## src/rtl/box_blur_3x3_edge_aware_macros.svh

```systemverilog
// Assertion macros used by the blur top level
`ifndef BOX_BLUR_3X3_EDGE_AWARE_MACROS_SVH
`define BOX_BLUR_3X3_EDGE_AWARE_MACROS_SVH

// same-cycle implication, sampled on clk, off while arst_n is low
`define BB3_ASSERT_IMP(lbl, ante, cons, msg) \
	lbl: assert property (@(posedge clk) disable iff (!arst_n) (ante) |-> (cons)) \
		else $error(msg);

// next-cycle implication, sampled on clk, off while arst_n is low
`define BB3_ASSERT_NXT(lbl, ante, cons, msg) \
	lbl: assert property (@(posedge clk) disable iff (!arst_n) (ante) |=> (cons)) \
		else $error(msg);

`endif

```

## src/rtl/bb3_pkg.sv

```systemverilog
// Types, constants and the reciprocal table of the 3x3 box blur
`default_nettype none

package bb3_pkg;

	localparam int FW_W        = 11;
	localparam int FH_W        = 13;
	localparam int CFG_W       = 13;
	localparam int CH_W        = 8;
	localparam int CSUM_W      = 10;
	localparam int SUM_W       = 12;
	localparam int X_W         = 13;
	localparam int N_W         = 4;
	localparam int RECIP_W     = 20;
	localparam int RECIP_SHIFT = 20;
	localparam int PROD_W      = X_W + RECIP_W;

	localparam logic [FW_W-1:0] FW_RESET = 11'd640;
	localparam logic [FH_W-1:0] FH_RESET = 13'd480;

	localparam logic REQ_PIXEL = 1'b0;
	localparam logic REQ_DRAIN = 1'b1;

	typedef enum logic {
		REG_FRAME_WIDTH  = 1'b0,
		REG_FRAME_HEIGHT = 1'b1
	} cfg_reg_t;

	typedef struct packed {
		logic            req_type;
		logic [CH_W-1:0] red;
		logic [CH_W-1:0] green;
		logic [CH_W-1:0] blue;
	} bb3_in_t;

	typedef struct packed {
		logic [CH_W-1:0] out_red;
		logic [CH_W-1:0] out_green;
		logic [CH_W-1:0] out_blue;
		logic            end_of_row;
		logic            end_of_frame;
	} bb3_out_t;

	typedef struct packed {
		logic [CH_W-1:0] red;
		logic [CH_W-1:0] green;
		logic [CH_W-1:0] blue;
	} rgb_t;

	// index 0 = upper row, 1 = middle row, 2 = current row
	typedef rgb_t [2:0] col_t;

	typedef struct packed {
		logic [CSUM_W-1:0] red;
		logic [CSUM_W-1:0] green;
		logic [CSUM_W-1:0] blue;
	} colsum_t;

	typedef struct packed {
		logic       shift;
		logic [2:0] rmask;
	} cell_ctl_t;

	// ceil(2^20 / (2*n)) for a count of n neighbors
	function automatic logic [RECIP_W-1:0] recip(input logic [N_W-1:0] n);
		logic [RECIP_W-1:0] r;
		case (n)
			4'd1:    r = 20'd524288;
			4'd2:    r = 20'd262144;
			4'd3:    r = 20'd174763;
			4'd4:    r = 20'd131072;
			4'd5:    r = 20'd104858;
			4'd6:    r = 20'd87382;
			4'd7:    r = 20'd74899;
			4'd8:    r = 20'd65536;
			4'd9:    r = 20'd58255;
			default: r = '0;
		endcase
		return r;
	endfunction

endpackage

`default_nettype wire

```

## src/rtl/bb3_cell.sv

```systemverilog
// One window column cell: holds three pixels, passes them left, sums its rows
`default_nettype none

module bb3_cell (
	input  logic               clk,
	input  logic               arst_n,
	input  bb3_pkg::cell_ctl_t ctl,
	input  bb3_pkg::col_t      col_in,
	output bb3_pkg::col_t      col_out,
	output bb3_pkg::colsum_t   col_sum
);

	import bb3_pkg::*;

	col_t col_q;

	always_ff @(posedge clk or negedge arst_n) begin
		if (!arst_n) begin
			col_q <= '0;
		end else if (ctl.shift) begin
			col_q <= col_in;
		end
	end

	always_comb begin
		col_sum = '0;
		for (int r = 0; r < 3; r++) begin
			if (ctl.rmask[r]) begin
				col_sum.red   = col_sum.red   + CSUM_W'(col_q[r].red);
				col_sum.green = col_sum.green + CSUM_W'(col_q[r].green);
				col_sum.blue  = col_sum.blue  + CSUM_W'(col_q[r].blue);
			end
		end
	end

	assign col_out = col_q;

endmodule

`default_nettype wire

```

## config.mk

```make
export PLATFORM = sky130hd
export DESIGN_NAME = bb3_cell
export DESIGN_NICKNAME = d
export VERILOG_FILES = /design/src/rtl/box_blur_3x3_edge_aware_macros.svh /design/src/rtl/bb3_pkg.sv /design/src/rtl/bb3_cell.sv
export SDC_FILE = /design/constraint.sdc
export NUM_CORES = 1
export LEC_CHECK = 0
export ABC_CLOCK_PERIOD_IN_PS = 6800
export BUFFER_PORTS_ARGS = -buffer_cell sky130_fd_sc_hd__buf_2
export CAP_MARGIN = 10
export CORE_MARGIN = 4
export CORE_UTILIZATION = 35
export CTS_BUF_LIST = sky130_fd_sc_hd__clkbuf_2
export DETAILED_ROUTE_END_ITERATION = 8
export GPL_ROUTABILITY_DRIVEN = 0
export REMOVE_ABC_BUFFERS = 1
export SLEW_MARGIN = 0
export SYNTH_ARGS = -nofsm -noshare
export SYNTH_HDL_FRONTEND = slang
export SYNTH_SLANG_ARGS = --single-unit
```

## constraint.sdc

```tcl
create_clock -name clk -period 6.8 [get_ports clk]
set_input_delay 1.02 -clock clk [delete_from_list [all_inputs] [get_ports clk]]
set_output_delay 1.02 -clock clk [all_outputs]
set_load 0.01 [all_outputs]
```

# Word level (Yosys, flattened, before mapping)
# Index checks and enable logic that the tools add are counted.
[word_totals]
ff_bits = 72
latch_bits = 0
ramBits = 0
rom_bits = 0
inputBits = 78
out_inout_bits = 102
elab_cells = 18
mem_count = 0
[classes]
addsub = 6
multipliers = 0
div_mod_pow = 0
order_cmp = 0
n_eq_ne = 0
n_shift = 0
n_mux = 3
bitwise_logic = 0
n_reduce_logical = 0
[op_table]
columns = ["operator", "n"]
rows = [
  ["10-bit by 8-bit adder with 10-bit output", 6],
  ["30-bit two-way mux", 2],
  ["28-bit two-way mux", 1],
]

# Logic depth before layout (Yosys ltp)
[depth]
ltp_word = 5
depth_mapped = 19
ltp_nobuf = 17

# Least setup slack after synthesis
# Ideal clock, no wire load.
[synth_path]
kind = "input to output"
startpoint = "in ctl[0] (netlist bit)"
endpoint = "out col_sum[17] (netlist bit)"
arrival_time_ns = 4.207
required_time_ns = 5.780
path_slack_ns = 1.573
path_stages = 17
n_path_buf = 3
path_cell_list = "buf_2 buf_2 buf_2 nand2_1 inv_1 ha_1 a21o_1 a21oi_1 o21ai_0 mux2i_1 or2_2 ha_1 or2_2 a21oi_1 a21oi_1 mux2i_1 or3_1"
[synth_lines]
columns = ["item", "line_no", "text"]
rows = [
  ["start, declared", "bb3_cell.sv:7", "input bb3_pkg::cell_ctl_t ctl,"],
  ["end, declared", "bb3_cell.sv:10", "output bb3_pkg::colsum_t col_sum"],
]

==> flow_metrics.py <==
metrics = {
    "outcome": {
        "status": "complete, no violations",
    },
    "power": {
        "p_seq_share_pct": 34.1,
        "p_per_area_nw_per_um2": 226,
        "p_sw_share_pct": 37.5,
        "total_power_uw": 1530,
        "switching_power_uw": 573,
        "clockPowerShare_pct": 20.9,
        "comb_power_share_pct": 45.0,
        "p_leak_uw": 0.00331,
        "internal_power_uw": 954,
        "ir_drop_v": 0.0000991,
    },
    "grt": {
        "met2_usage_pct": 29.2,
        "met3_usage_pct": 3.15,
        "use_met1_pct": 20.0,
        "grt.busiest_layer": "met2",
        "first_global_vias": 4969,
        "gr-total-overflow": 0,
        "track_usage_pct": 16.6,
        "grt_start_max_net_pins": 79,
        "grt_antenna_before_repair": 1,
        "grt_pass1_wl_um": 24100,
    },
    "yosys": {
        "synth_area_um2": 5540,
        "synthTopCellsByArea": "dfrtp_1 33%, mux2_2 17%, ha_1 10%",
        "yosysWarnings": 0,
        "avgSynthCellArea_um2": 9.95,
        "yosysTopAreaCell": "dfrtp_1",
        "synth-edff-count": 0,
        "synth.top_cells.by_count": "83 x mux2_2, 72 x dfrtp_1, 45 x ha_1",
        "synthCells": 557,
        "synth_cell_types": 59,
        "ys_async_sr_fraction_pct": 100,
        "synth_flop_cell": "dfrtp_1",
        "yosysMostFrequentCell": "mux2_2",
        "yosysSeqAreaShare_pct": 32.5,
        "synth.top_cell.area_share_pct": 32.5,
        "synth-seq-cells": 72,
    },
    "timing": {
        "finalCritPeriodShare_pct": 85.0,
        "grt_setup_unrepaired": "false",
        "setup_viol": 0,
        "hold_viol_final": 0,
        "finalMaxSlewViolations": 0,
        "relSlewSlack_pct": 36.9,
        "fin_setup_tns_ns": 0,
        "min_period_ns": 5.78,
        "fmax_ghz": 0.173,
        "skew_ns": 0,
        "max_slew.worst_pin.slew_ns": 0.947,
        "fin_ws_ns": 1.02,
    },
    "route": {
        "vias": 4689,
        "vias_per_cell": 4.99,
        "wl_um": 14700,
        "drc": 0,
        "dr.first_iter.drc_count": 183,
        "wl_per_cell_um": 15.6,
        "first_pass_iters": 4,
        "drtAntennaViolNets": 0,
    },
    "setup_path": {
        "slowest_stage": "buf_2",
        "critPathMostFrequentCell": "a21oi_1",
        "required_ns": 5.78,
        "worst-path-max-fanout": 24,
        "start_kind": "primary input",
        "reg2regPathDepth": 1,
        "max_stage_delay_ns": 0.39,
        "crit_cells": 19,
        "cp-startpoint": "ctl[0]",
        "reg2reg_from": "col_out[36]",
        "crit_type": "in -> out",
        "endpoint": "col_sum[17]",
        "crit_buf_inv": 4,
        "crit_chain": "buf_2 -> and2_1 -> ha_1 -> inv_1 -> fa_1 -> nor2b_1 -> o21ai_0 -> a21oi_1 -> xnor2_1 -> nand2b_1 -> xnor2_1 -> ha_1 -> inv_1 -> nor2_1 -> a21oi_1 -> a21oi_1 -> mux2i_1 -> or3_1 -> buf_2",
        "crit_family": "simple AND/OR/NAND/NOR gates",
        "r2r_end": "col_out[36]",
        "end_kind": "output pin",
        "arrival_ns": 4.76,
        "reg2reg_slack_ns": 5.86,
    },
    "cts": {
        "cts_tree": "yes",
        "cts_hold_buffers": 0,
        "postCtsSetupBuffers": 0,
        "clockRootBuffer": "clkbuf_2",
        "htreeDepth": 3,
        "insertion_delay_ns": 0.57,
        "cts_buffers": 9,
        "cts_resized": 0,
        "cts.clk_slew.worst_paths_ns": 0.21,
        "cts_max_path_buffers": 2,
        "clock-sinks": 72,
    },
    "layout": {
        "largest_register_ffs": 72,
        "fillers": 1522,
        "fin_util_pct": 44.0,
        "finalNetCount": 852,
        "syn2layout_area_growth_pct": 22.1,
        "drive_above_1_share_pct": 41.2,
    },
    "die": {
        "die-area_um2": 17900,
        "rows": 45,
        "start_util_pct": 36.1,
        "coreArea_um2": 15400,
        "chipWidth_um": 134,
        "die_y_um": 134,
        "io_pins": 180,
    },
    "placed_design": {
        "place_hpwl_um": 11500,
        "place_ws_ns": 1.05,
        "port_buffers": 179,
    },
    "worst_hold_path": {
        "hold_path.class": "in -> async",
    },
    "flow_run": {
        "max-cap-violations": 0,
    },
}
## per-stage QoR
| stage | cell area, µm² | hold slack (ns) | instances |
|---|---|---|---|
| finish | 6760 | 0.533 | 940 |
| detailed placement | 6610 | 0.527 | 923 |
| floorplan | 5420 | 0.564 | 530 |
| global placement | 6610 | 0.525 | 923 |
| CTS | 6760 | 0.528 | 939 |
| global route | 6760 | 0.566 | 940 |
## power by group through the flow
stage / Sequential [µW] / Clock [µW] / Combinational [µW]
4_1_cts: 522 / 335 / 695
2_1_floorplan: 538 / 0 / 442
3_5_place_dp: 530 / 0 / 691
3_3_place_gp: 528 / 0 / 674
5_1_grt: 529 / 348 / 768
6_report: 521 / 318 / 688
## logic make-up (layout without fill, tap and decap cells)
group                      Yosys count  count (layout)  synth area share (%)
buffers and inverters               53             224                  3.97
and+or+nand+nor                    134             134                  11.8
adders and majority gates           54              54                  12.9
AOI/OAI and AO/OA                  115             115                  14.3
DFF                                 72              72                  32.5
muxes                               94              94                  18.9
other                                0               1                     0
xor gates and xnor gates            35              35                  5.53
## cell usage in the layout (no fill, tap or decap), types with 5 or more instances in the layout
cell type,netlist,layout
a21o_1,7,7
a21oi_1,34,34
and2_1,9,9
buf_2,5,177
buf_4,0,5
clkbuf_2,0,9
dfrtp_1,72,72
fa_1,6,6
ha_1,45,45
inv_1,26,26
mux2_2,83,83
mux2i_1,10,10
nand2_1,44,44
nand2b_1,8,8
nand3_1,7,7
nor2_1,38,38
o21ai_0,24,24
o21bai_1,6,6
or2_2,6,6
xnor2_1,18,18
xor2_1,17,17
## cell type report
cell class | count | area, µm² | area share (%)
multi-input cells | 432 | 3520 | 52.0
inverters | 26 | 97.6 | 1.44
flip-flops and latches | 72 | 1800 | 26.6
diodes | 1 | 2.50 | 0.0370
repair buffers | 182 | 923 | 13.7
clock buffers | 9 | 45.0 | 0.666
clock inverters | 7 | 110 | 1.63
well taps | 211 | 264 | 3.90
## per-layer routing
metal,part of all wire [%],routed length [µm]
met5,0,0
met4,1.9,285
met3,4.5,667
met2,50,7370
met1,43,6350
## how the worst min path moves through the flow
| stage | start | to | slack, ns | cells after the start |
|---|---|---|---|---|
| after floorplan | col_out[0] | col_out[0] | 0.56 | 1 |
| after global placement | col_out[22] | col_out[22] | 0.53 | 1 |
| after detailed placement | col_out[18] | col_out[18] | 0.53 | 1 |
| after CTS | arst_n | col_out[55] | 0.53 | 1 |
| after global routing | arst_n | col_out[57] | 0.57 | 1 |
| final | arst_n | col_out[7] | 0.53 | 1 |
Note: power is estimated with default switching activity, not from simulation.
